## src/rtl/bpsl_pkg.sv

```systemverilog
`timescale 1ns / 1ps
// Shared constants, operation codes, state encoding and the command/status
// structs passed between the controller and the datapath of the sorted list.
// No dependencies.
package bpsl_pkg;

  localparam int unsigned DEPTH  = 16;
  localparam int unsigned PRIO_W = 16;
  localparam int unsigned PAY_W  = 32;
  localparam int unsigned FUNC_W = 2;
  localparam int unsigned IDX_W  = 4;
  localparam int unsigned CNT_W  = 5;
  localparam int unsigned AW     = $clog2(DEPTH);
  localparam int unsigned CW     = $clog2(DEPTH + 1);
  localparam int unsigned CMP_W  = ((IDX_W > CW) ? IDX_W : CW) + 1;

  typedef enum logic [FUNC_W-1:0] {
    OP_INSERT = FUNC_W'(0),
    OP_REMOVE = FUNC_W'(1),
    OP_READ   = FUNC_W'(2)
  } bpsl_op_e;

  typedef enum logic [2:0] {
    ST_IDLE,
    ST_LAUNCH,
    ST_INS_WALK,
    ST_INS_PUT,
    ST_REM_WALK,
    ST_REM_END,
    ST_RD_WAIT,
    ST_DONE
  } bpsl_state_e;

  typedef struct packed {
    logic load;
    logic ins_init;
    logic ins_step;
    logic ins_put;
    logic rem_init;
    logic rem_step;
    logic rem_end;
    logic rd_init;
    logic rd_take;
    logic finish;
  } bpsl_cmd_t;

  typedef struct packed {
    logic [FUNC_W-1:0] func;
    logic              idx_ok;
    logic              ins_empty;
    logic              ins_shift;
    logic              ptr_zero;
    logic              rem_none;
    logic              rem_more;
    logic              out_free;
  } bpsl_sts_t;

endpackage

```

## src/rtl/bpsl_ctrl.sv

```systemverilog
`timescale 1ns / 1ps
// Controller of the sorted list: sequences insert, remove and read requests.
// Depends on bpsl_pkg; drives bpsl_dpath through bpsl_cmd_t.
module bpsl_ctrl (
  input  logic               clk_i,
  input  logic               rst_ni,
  input  logic               in_valid_i,
  output logic               in_ready_o,
  input  bpsl_pkg::bpsl_sts_t sts_i,
  output bpsl_pkg::bpsl_cmd_t cmd_o
);
  import bpsl_pkg::*;

  bpsl_state_e state_q, state_d;

  always_ff @(posedge clk_i or negedge rst_ni) begin
    if (!rst_ni) begin
      state_q <= ST_IDLE;
    end else begin
      state_q <= state_d;
    end
  end

  always_comb begin
    state_d = state_q;
    unique case (state_q)
      ST_IDLE: begin
        if (in_valid_i) state_d = ST_LAUNCH;
      end
      ST_LAUNCH: begin
        unique case (sts_i.func)
          OP_INSERT: state_d = sts_i.ins_empty ? ST_INS_PUT : ST_INS_WALK;
          OP_REMOVE: begin
            if (!sts_i.idx_ok) state_d = ST_DONE;
            else state_d = sts_i.rem_none ? ST_REM_END : ST_REM_WALK;
          end
          OP_READ:   state_d = sts_i.idx_ok ? ST_RD_WAIT : ST_DONE;
          default:   state_d = ST_DONE;
        endcase
      end
      ST_INS_WALK: begin
        if (!sts_i.ins_shift) state_d = ST_DONE;
        else if (sts_i.ptr_zero) state_d = ST_INS_PUT;
      end
      ST_INS_PUT: state_d = ST_DONE;
      ST_REM_WALK: begin
        if (!sts_i.rem_more) state_d = ST_REM_END;
      end
      ST_REM_END: state_d = ST_DONE;
      ST_RD_WAIT: state_d = ST_DONE;
      ST_DONE: begin
        if (sts_i.out_free) state_d = ST_IDLE;
      end
      default: state_d = ST_IDLE;
    endcase
  end

  always_comb begin
    cmd_o      = '0;
    in_ready_o = 1'b0;
    unique case (state_q)
      ST_IDLE: begin
        in_ready_o   = 1'b1;
        cmd_o.load   = in_valid_i;
      end
      ST_LAUNCH: begin
        unique case (sts_i.func)
          OP_INSERT: cmd_o.ins_init = 1'b1;
          OP_REMOVE: cmd_o.rem_init = sts_i.idx_ok;
          OP_READ:   cmd_o.rd_init  = sts_i.idx_ok;
          default:   cmd_o          = '0;
        endcase
      end
      ST_INS_WALK: cmd_o.ins_step = 1'b1;
      ST_INS_PUT:  cmd_o.ins_put  = 1'b1;
      ST_REM_WALK: cmd_o.rem_step = 1'b1;
      ST_REM_END:  cmd_o.rem_end  = 1'b1;
      ST_RD_WAIT:  cmd_o.rd_take  = 1'b1;
      ST_DONE:     cmd_o.finish   = sts_i.out_free;
      default:     cmd_o          = '0;
    endcase
  end

endmodule

```

## src/rtl/bpsl_dpath.sv

```systemverilog
`timescale 1ns / 1ps
// Datapath of the sorted list: entry memory, count, walk pointer and result
// register. Depends on bpsl_pkg; commanded by bpsl_ctrl.
module bpsl_dpath (
  input  logic                          clk_i,
  input  logic                          rst_ni,
  input  bpsl_pkg::bpsl_cmd_t           cmd_i,
  output bpsl_pkg::bpsl_sts_t           sts_o,
  input  logic [bpsl_pkg::FUNC_W-1:0]   func_i,
  input  logic [bpsl_pkg::IDX_W-1:0]    index_i,
  input  logic [bpsl_pkg::PRIO_W-1:0]   priority_req_i,
  input  logic [bpsl_pkg::PAY_W-1:0]    payload_i,
  output logic                          out_valid_o,
  input  logic                          out_ready_i,
  output logic                          ok_o,
  output logic                          evicted_o,
  output logic [bpsl_pkg::CNT_W-1:0]    entry_count_o,
  output logic [bpsl_pkg::PRIO_W-1:0]   read_priority_o,
  output logic [bpsl_pkg::PAY_W-1:0]    read_payload_o
);
  import bpsl_pkg::*;

  logic [PRIO_W-1:0] prio_mem [DEPTH];
  logic [PAY_W-1:0]  pay_mem  [DEPTH];

  logic [FUNC_W-1:0] func_q;
  logic [IDX_W-1:0]  index_q;
  logic [PRIO_W-1:0] prio_q;
  logic [PAY_W-1:0]  pay_q;
  logic [CW-1:0]     held_q, held_d;
  logic [AW-1:0]     ptr_q, ptr_d;
  logic              evict_q, ok_q;
  logic [PRIO_W-1:0] rprio_q, rd_prio_q;
  logic [PAY_W-1:0]  rpay_q, rd_pay_q;
  logic              out_valid_q;
  logic              out_ok_q, out_evict_q;
  logic [CNT_W-1:0]  out_cnt_q;
  logic [PRIO_W-1:0] out_prio_q;
  logic [PAY_W-1:0]  out_pay_q;

  logic              held_full;
  logic [CW-1:0]     held_eff, heff_m1;
  logic [CMP_W-1:0]  idx_x, idx_p1, held_x, ptr_x;
  logic              rd_en, we;
  logic [AW-1:0]     rd_addr, wa;
  logic [PRIO_W-1:0] wd_prio;
  logic [PAY_W-1:0]  wd_pay;

  assign held_full = (held_q == CW'(DEPTH));
  assign held_eff  = held_full ? CW'(DEPTH - 1) : held_q;
  assign heff_m1   = held_eff - CW'(1);
  assign idx_x     = CMP_W'(index_q);
  assign idx_p1    = idx_x + CMP_W'(1);
  assign held_x    = CMP_W'(held_q);
  assign ptr_x     = CMP_W'(ptr_q);

  always_comb begin
    sts_o.func      = func_q;
    sts_o.idx_ok    = (idx_x < held_x);
    sts_o.ins_empty = (held_eff == '0);
    sts_o.ins_shift = (rd_prio_q <= prio_q);
    sts_o.ptr_zero  = (ptr_q == '0);
    sts_o.rem_none  = (idx_p1 >= held_x);
    sts_o.rem_more  = ((ptr_x + CMP_W'(1)) < held_x);
    sts_o.out_free  = !out_valid_q || out_ready_i;
  end

  always_comb begin
    rd_en   = 1'b0;
    rd_addr = ptr_q;
    we      = 1'b0;
    wa      = ptr_q;
    wd_prio = rd_prio_q;
    wd_pay  = rd_pay_q;
    if (cmd_i.ins_init && !sts_o.ins_empty) begin
      rd_en   = 1'b1;
      rd_addr = heff_m1[AW-1:0];
    end
    if (cmd_i.ins_step) begin
      we = 1'b1;
      wa = ptr_q + AW'(1);
      if (sts_o.ins_shift) begin
        if (!sts_o.ptr_zero) begin
          rd_en   = 1'b1;
          rd_addr = ptr_q - AW'(1);
        end
      end else begin
        wd_prio = prio_q;
        wd_pay  = pay_q;
      end
    end
    if (cmd_i.ins_put) begin
      we      = 1'b1;
      wa      = ptr_q;
      wd_prio = prio_q;
      wd_pay  = pay_q;
    end
    if (cmd_i.rem_init && !sts_o.rem_none) begin
      rd_en   = 1'b1;
      rd_addr = idx_p1[AW-1:0];
    end
    if (cmd_i.rem_step) begin
      we = 1'b1;
      wa = ptr_q - AW'(1);
      if (sts_o.rem_more) begin
        rd_en   = 1'b1;
        rd_addr = ptr_q + AW'(1);
      end
    end
    if (cmd_i.rd_init) begin
      rd_en   = 1'b1;
      rd_addr = idx_x[AW-1:0];
    end
  end

  always_ff @(posedge clk_i) begin
    if (we) begin
      prio_mem[wa] <= wd_prio;
      pay_mem[wa]  <= wd_pay;
    end
  end

  always_ff @(posedge clk_i) begin
    if (rd_en) begin
      rd_prio_q <= prio_mem[rd_addr];
      rd_pay_q  <= pay_mem[rd_addr];
    end
  end

  always_comb begin
    held_d = held_q;
    if (cmd_i.ins_init && held_full) held_d = CW'(DEPTH - 1);
    if ((cmd_i.ins_step && !sts_o.ins_shift) || cmd_i.ins_put) held_d = held_q + CW'(1);
    if (cmd_i.rem_end) held_d = held_q - CW'(1);
  end

  always_comb begin
    ptr_d = ptr_q;
    if (cmd_i.ins_init) ptr_d = sts_o.ins_empty ? '0 : heff_m1[AW-1:0];
    if (cmd_i.ins_step && sts_o.ins_shift && !sts_o.ptr_zero) ptr_d = ptr_q - AW'(1);
    if (cmd_i.rem_init) ptr_d = idx_p1[AW-1:0];
    if (cmd_i.rem_step && sts_o.rem_more) ptr_d = ptr_q + AW'(1);
  end

  always_ff @(posedge clk_i or negedge rst_ni) begin
    if (!rst_ni) begin
      held_q      <= '0;
      out_valid_q <= 1'b0;
    end else begin
      held_q <= held_d;
      if (cmd_i.finish) begin
        out_valid_q <= 1'b1;
      end else if (out_ready_i) begin
        out_valid_q <= 1'b0;
      end
    end
  end

  always_ff @(posedge clk_i) begin
    ptr_q <= ptr_d;
    if (cmd_i.load) begin
      func_q  <= func_i;
      index_q <= index_i;
      prio_q  <= priority_req_i;
      pay_q   <= payload_i;
      evict_q <= 1'b0;
      ok_q    <= 1'b0;
      rprio_q <= '0;
      rpay_q  <= '0;
    end
    if (cmd_i.ins_init && held_full) evict_q <= 1'b1;
    if ((cmd_i.ins_step && !sts_o.ins_shift) || cmd_i.ins_put || cmd_i.rem_end) begin
      ok_q <= 1'b1;
    end
    if (cmd_i.rd_take) begin
      ok_q    <= 1'b1;
      rprio_q <= rd_prio_q;
      rpay_q  <= rd_pay_q;
    end
    if (cmd_i.finish) begin
      out_ok_q    <= ok_q;
      out_evict_q <= evict_q;
      out_cnt_q   <= CNT_W'(held_q);
      out_prio_q  <= rprio_q;
      out_pay_q   <= rpay_q;
    end
  end

  assign out_valid_o     = out_valid_q;
  assign ok_o            = out_ok_q;
  assign evicted_o       = out_evict_q;
  assign entry_count_o   = out_cnt_q;
  assign read_priority_o = out_prio_q;
  assign read_payload_o  = out_pay_q;

endmodule

```

## src/rtl/bounded_priority_sorted_list.sv

```systemverilog
`timescale 1ns / 1ps
// Bounded list of up to DEPTH entries (priority, payload) kept in descending
// priority order; insert, remove at index and read at index, one request at a
// time. Entries live in a single-port-read, single-port-write memory that is
// walked one entry per cycle. Each request passes through a launch step; an
// insert walks the entries it moves and puts the new entry, a remove walks the
// entries it moves and ends with an end step, a read waits on the memory, and
// a read or remove past the count or an unknown operation goes straight on.
// All end in a done step. The result is presented in the cycle in which ready
// returns. A finished result waits in an output register while the next
// request is accepted; the block holds in its last step while that register
// is still untaken. Depends on bpsl_pkg, bpsl_ctrl and bpsl_dpath.
module bounded_priority_sorted_list (
  input  logic                        clk_i,
  input  logic                        rst_ni,
  input  logic                        in_valid_i,
  output logic                        in_ready_o,
  input  logic [bpsl_pkg::FUNC_W-1:0] func_i,
  input  logic [bpsl_pkg::IDX_W-1:0]  index_i,
  input  logic [bpsl_pkg::PRIO_W-1:0] priority_req_i,
  input  logic [bpsl_pkg::PAY_W-1:0]  payload_i,
  output logic                        out_valid_o,
  input  logic                        out_ready_i,
  output logic                        ok_o,
  output logic                        evicted_o,
  output logic [bpsl_pkg::CNT_W-1:0]  entry_count_o,
  output logic [bpsl_pkg::PRIO_W-1:0] read_priority_o,
  output logic [bpsl_pkg::PAY_W-1:0]  read_payload_o
);
  import bpsl_pkg::*;

  bpsl_cmd_t cmd;
  bpsl_sts_t sts;

  bpsl_ctrl u_ctrl (
    .clk_i      (clk_i),
    .rst_ni     (rst_ni),
    .in_valid_i (in_valid_i),
    .in_ready_o (in_ready_o),
    .sts_i      (sts),
    .cmd_o      (cmd)
  );

  bpsl_dpath u_dpath (
    .clk_i           (clk_i),
    .rst_ni          (rst_ni),
    .cmd_i           (cmd),
    .sts_o           (sts),
    .func_i          (func_i),
    .index_i         (index_i),
    .priority_req_i  (priority_req_i),
    .payload_i       (payload_i),
    .out_valid_o     (out_valid_o),
    .out_ready_i     (out_ready_i),
    .ok_o            (ok_o),
    .evicted_o       (evicted_o),
    .entry_count_o   (entry_count_o),
    .read_priority_o (read_priority_o),
    .read_payload_o  (read_payload_o)
  );

  a_one_at_a_time: assert property (@(posedge clk_i) disable iff (!rst_ni)
    in_valid_i && in_ready_o |=> !in_ready_o)
    else $error("request accepted while previous one still in progress");

  a_fail_zero: assert property (@(posedge clk_i) disable iff (!rst_ni)
    out_valid_o && !ok_o |-> read_priority_o == '0 && read_payload_o == '0)
    else $error("failed request carries read data");

  a_evict_full: assert property (@(posedge clk_i) disable iff (!rst_ni)
    out_valid_o && evicted_o |-> ok_o && entry_count_o == CNT_W'(DEPTH))
    else $error("eviction without a full list");

  a_finish_free: assert property (@(posedge clk_i) disable iff (!rst_ni)
    cmd.finish |-> sts.out_free)
    else $error("result loaded over an untaken result");

endmodule
```

## config.mk

```make
export PLATFORM = sky130hd
export DESIGN_NAME = bounded_priority_sorted_list
export DESIGN_NICKNAME = d
export VERILOG_FILES = /design/src/rtl/bpsl_pkg.sv /design/src/rtl/bpsl_ctrl.sv /design/src/rtl/bpsl_dpath.sv /design/src/rtl/bounded_priority_sorted_list.sv
export SDC_FILE = /design/constraint.sdc
export NUM_CORES = 1
export LEC_CHECK = 0
export BUFFER_PORTS_ARGS = -buffer_cell sky130_fd_sc_hd__buf_2
export CAP_MARGIN = 20
export CORE_MARGIN = 5
export CORE_UTILIZATION = 56
export CTS_CLUSTER_DIAMETER = 200
export DETAILED_ROUTE_END_ITERATION = 8
export GPL_ROUTABILITY_DRIVEN = 0
export GPL_TIMING_DRIVEN = 0
export PLACE_DENSITY_LB_ADDON = 0.1
export RECOVER_POWER = 100
export SYNTH_ARGS = -nofsm -noshare
export SYNTH_HDL_FRONTEND = slang
export SYNTH_HIERARCHICAL = 1
export SYNTH_SLANG_ARGS = --single-unit
```

## constraint.sdc

```tcl
create_clock -name clk_i -period 11.6 [get_ports clk_i]
set_input_delay 2.32 -clock clk_i [delete_from_list [all_inputs] [get_ports clk_i]]
set_output_delay 2.32 -clock clk_i [all_outputs]
set_load 0.05 [all_outputs]
```

### Yosys cells after proc, flatten, opt, wreduce, memory -nomap -nowiden

Memories as Yosys holds them, arrays and structs flattened. A register that Yosys moved wholly into a read port is not among the register bits.
Index checks and enable logic that the tools add are counted.

* flip-flop bits (word level): 172
* RAM bits: 768
* output and inout port bits: 57
* logic and storage cells: 140
* memories: 2

* add/subtract/negate cells: 7
* $lt $le $gt $ge: 4
* equality and inequality tests: 14
* muxes and demuxes: 70
* reduce and logical (&&, ||, !) cells: 26

Memories
* u_dpath.pay_mem: words 16, width 32, read ports 1, clocked after memory_dff 1, write ports 1, RTL line bpsl_dpath.sv:24 `logic [PAY_W-1:0] pay_mem [DEPTH];`
* u_dpath.prio_mem: words 16, width 16, read ports 1, clocked after memory_dff 1, write ports 1, RTL line bpsl_dpath.sv:23 `logic [PRIO_W-1:0] prio_mem [DEPTH];`

Operators with widths (number)
* $mux W32: 5
* $mux W16: 5
* $mux W4: 16
* $mux W1: 32
* $mux W5: 4
* $mux W3: 6
* $pmux W3 S6: 1
* $le A16 B16 Y1: 1
* $eq A3 B3 Y1 const B: 4
* $add A4 B1 Y5 const B: 2
* $pmux W3 S3: 1
* $sub A4 B1 Y4 const B: 2
* $logic_and A1 B1 Y1: 7
* $eq A3 B2 Y1 const B: 2
* $ge A6 B5 Y1: 1
* $lt A6 B5 Y1: 1
* $ne A2 B2 Y1 const B: 3
* $add A5 B1 Y5 const B: 1
* $eq A5 B5 Y1 const B: 1
* $logic_not A1 Y1: 5
* $logic_not A5 Y1: 1
* $lt A4 B5 Y1: 1
* $sub A5 B1 Y5 const B: 1
* $add A4 B1 Y4 const B: 1
* 14 further kinds: 17

### Depth between registers and ports, before layout

* word-level depth: 13
* mapped depth: 21

### Modules after synthesis

The synthesis kept the hierarchy.

By module, submodules not included
* bpsl_dpath: times used 1, cells an instance 2656, area each 41616.2 µm²
* bpsl_ctrl: times used 1, cells an instance 41, area each 316.6 µm²

### Least setup slack after synthesis

OpenSTA, ideal clock, no wires.

* path kind: input port to flip-flop
* from: input port in_valid_i
* to: register u_dpath.rpay_q[0], enable pin
* library setup time: 0.384 ns
* arrival time: 4.490 ns
* data required time: 11.216 ns
* setup slack: 6.726 ns
* stages on the path: 2
* cells stage by stage: and2_1 -> or2_2

* word-level cells in the longest chain between the ends: 2

RTL lines
* start: declaration: RTL line bounded_priority_sorted_list.sv:16 `input logic in_valid_i,`
* $mux W1
* $reduce_bool A2 Y1 (no source line)
* end signal: assignment: RTL line bpsl_dpath.sv:178 `rpay_q <= rd_pay_q;`
* end: declaration: RTL line bpsl_dpath.sv:34 `logic [PAY_W-1:0] rpay_q, rd_pay_q;`

No other way between the ends.
A chain may end at the register's enable or synchronous reset.

==> impl_metrics.py <==
metrics = {
    "logic_synthesis": {
        "avgSynthCellArea_um2": 15.5,
        "synth_edf_count": 977,
        "ys_seq_area_share_pct": 70.6,
        "syn_area_um2": 41900,
        "synth_area_leaders": "edfxtp_1 70%, o2111ai_1 6.0%, o311ai_0 4.0%",
        "synthCells": 2697,
        "ys.flop_type": "edfxtp_1",
        "syn_nets": 2792,
        "yosys.cell_types.count": 69,
        "synth.top_cell.area_share_pct": 70.0,
        "async_flop_share_pct": 0.911,
        "synth.largest_area_cell": "edfxtp_1",
        "ys_seq_elements": 988,
        "synth_warnings": 6,
    },
    "sta": {
        "period_minus_slack_ps": 8260,
        "skew_ps": 20.8,
        "worstMarginPinSlew_ps": 3250,
        "post-route-period-util_pct": 71.2,
        "relSlewSlack_pct": -118,
        "hold_viol": 0,
        "fmax_mhz": 121,
        "setup_viol_count_final": 0,
        "setup_tns_ps": 0,
        "rsz0062_at_grt": "no",
        "drv_slew": 848,
    },
    "clocking": {
        "cts_resized": 0,
        "cts.sinks": 988,
        "htree_num_levels": 3,
        "clk_pin_slew_ps": 60,
        "hold_buffers": 0,
        "clk_latency_ps": 660,
        "cts_buffers": 101,
        "cts-root-buf": "clkbuf_16",
        "ctsLongestPathBuffers": 3,
        "cts_tree": "built",
        "postCtsSetupBuffers": 0,
    },
    "global_route": {
        "overflow": 0,
        "grt_pass1_wl_um": 170000,
        "use_met2_pct": 45.3,
        "first_global_vias": 26500,
        "grt_use_total_pct": 27.8,
        "grt.busiest_layer": "met2",
        "grtUsageMet3_pct": 5.12,
        "grt_max_degree": 59,
        "antenna_found_initial": 0,
        "use_met1_pct": 37.9,
    },
    "min_path": {
        "hp-class": "reg -> reg",
    },
    "layout": {
        "multi_input_area_um2": 10300,
        "fin_nets": 3063,
        "drive_above_1_share_pct": 12.1,
        "layout.cells.non_filler": 4013,
        "area_growth_pct": 12.1,
        "seq_area_um2": 29600,
        "fillers": 5495,
    },
    "critical_path": {
        "start_kind": "flop",
        "crit_type": "reg -> reg",
        "cpPeakStageDelay_ps": 990,
        "cp-end-kind": "flop",
        "crit_slowest_cell": "clkbuf_1",
        "worstPathMaxFanout": 10,
        "cpMostUsedCell": "clkbuf_1",
        "cp.arrival_ps": 8770,
        "crit_chain": "inv_1 > ha_1 > nor2b_1 > o21a_1 > o21a_1 > o21ai_0 > nand2_1 > nor3_1 > clkbuf_1 > o2111a_1 > or2_0 > or3_1 > clkbuf_1 > clkbuf_1 > clkinv_1 > o21ai_0 > and2_0 > clkbuf_1 > clkbuf_1 > clkbuf_1 > o211ai_1 > nand4_1",
        "worstPathRequired_ps": 12100,
    },
    "die": {
        "dieWidth_um": 284,
        "start_util_pct": 56.4,
        "io_pins": 115,
        "die_h_um": 284,
        "dieArea_um2": 80500,
        "core-area_um2": 74300,
        "rows": 100,
    },
    "routing": {
        "post_drt_wl_per_cell_um": 28.6,
        "wl_um": 115000,
        "first_pass_iters": 5,
        "drtIter0Drc": 2998,
        "post_drt_via_cell_ratio": 6.59,
        "post-route-drc-count": 0,
        "vias": 26500,
        "ant_nets": 0,
    },
    "place": {
        "portBuffers": 114,
        "place_hpwl_um": 78800,
        "placedCellCount": 3831,
    },
    "run_status": {
        "violations": "max-capacitance violations, max-slew violations",
        "status": "finished with violations",
    },
    "flow_run": {
        "maxCapViolations": 35,
    },
}
[layout make-up]
class	count	area share (%)
clock buffer	122	5.68
clock inverter	56	0.921
buffer	248	2.39
inverter	232	1.86
timing repair buffer	168	1.67
tap	969	2.58
sequential	988	63.0
antenna	1	0.00532
multi-input combinational	1229	21.9
[metrics by stage]
step	util [%]	worst slack (ps)	hold WS [ps]	instance area, µm²
5_1_grt	63.2	3030	425	47000
4_1_cts	64.3	5080	418	47800
3_5_place_dp	60.2	5140	405	44700
3_3_place_gp	58.8	4860	400	43700
2_1_floorplan	-	6730	400	41900
6_report	63.2	3340	416	47000
[layout by cell type, fill, tap and decap left out, types with 46 or more instances in the layout]
cell,Yosys,layout
inv_1,230,230
o211ai_1,96,96
o2111ai_1,288,288
mux2_1,85,118
edfxtp_1,977,977
nand2_1,46,46
buf_2,34,88
o311ai_0,193,193
nand4_1,53,53
clkbuf_16,0,104
mux2_2,120,87
clkbuf_1,189,315
[worst max-delay path, delay by kind of cell (launching register included)]
kind            cells  cell delay [ps]
flops               1              460
simple gates        7             1430
fa+ha+maj           1              290
compound gates      6             1690
buf+inv             8             4200
[final timing paths]
path / cells past startpoint / startpoint / endpoint / slack (ps)
worst max-delay path: 22 / u_dpath/held_q[1] / u_dpath/rd_pay_q[25] / 3340
worst min-delay path: 0 / u_dpath/rpay_q[7] / u_dpath/read_payload_o[7] / 420
worst max register to register: 22 / u_dpath/held_q[1] / u_dpath/rd_pay_q[25] / 3340
worst min register to register: 0 / u_dpath/rpay_q[7] / u_dpath/read_payload_o[7] / 420
max in group asynchronous: 1 / rst_ni / u_ctrl/state_q[0] / 9670
min in group asynchronous: 1 / rst_ni / u_dpath/held_q[1] / 1590
[cell usage after synthesis, drive strengths merged (9+ instances only)]
master   number
clkbuf      189
dfrtp         9
nand4        53
and2         55
ha           37
mux2        225
nand2        46
edfxtp      977
inv         232
a21oi        36
o211ai       96
o2111ai     288
nor3         24
o311ai      195
buf          59
nor2         36
o21ai        35
[flip-flops by register name (all words and copies together), names as in the netlist, 32 cells and up]
name	flops
u_dpath/read_payload_o	32
u_dpath/prio_mem	256
u_dpath/pay_q	32
u_dpath/rpay_q	32
u_dpath/rd_pay_q	32
u_dpath/pay_mem	512
[routing by layer]
| metal | routed length (µm) | share of wire, % |
|---|---|---|
| met5 | 0 | 0 |
| met4 | 4820 | 4.2 |
| met3 | 9240 | 8.1 |
| met2 | 54600 | 48 |
| met1 | 46000 | 40 |
[cells by family (layout without fill, tap and decap cells)]
logic type                 after synthesis  count (layout)  synth area share [%]
AOI/OAI and AO/OA                      694             694                  13.6
xor gates and xnor gates                11              11                 0.230
adders and majority gates               37              37                  1.10
buffers and inverters                  480             826                  4.78
DFF                                    988             988                  70.6
muxes                                  227             227                  6.27
other                                    0               1                     0
and+or+nand+nor                        260             260                  3.37
Power is not shown: default switching activity piles up to over one toggle a cycle in this logic, so the estimate is an artifact.
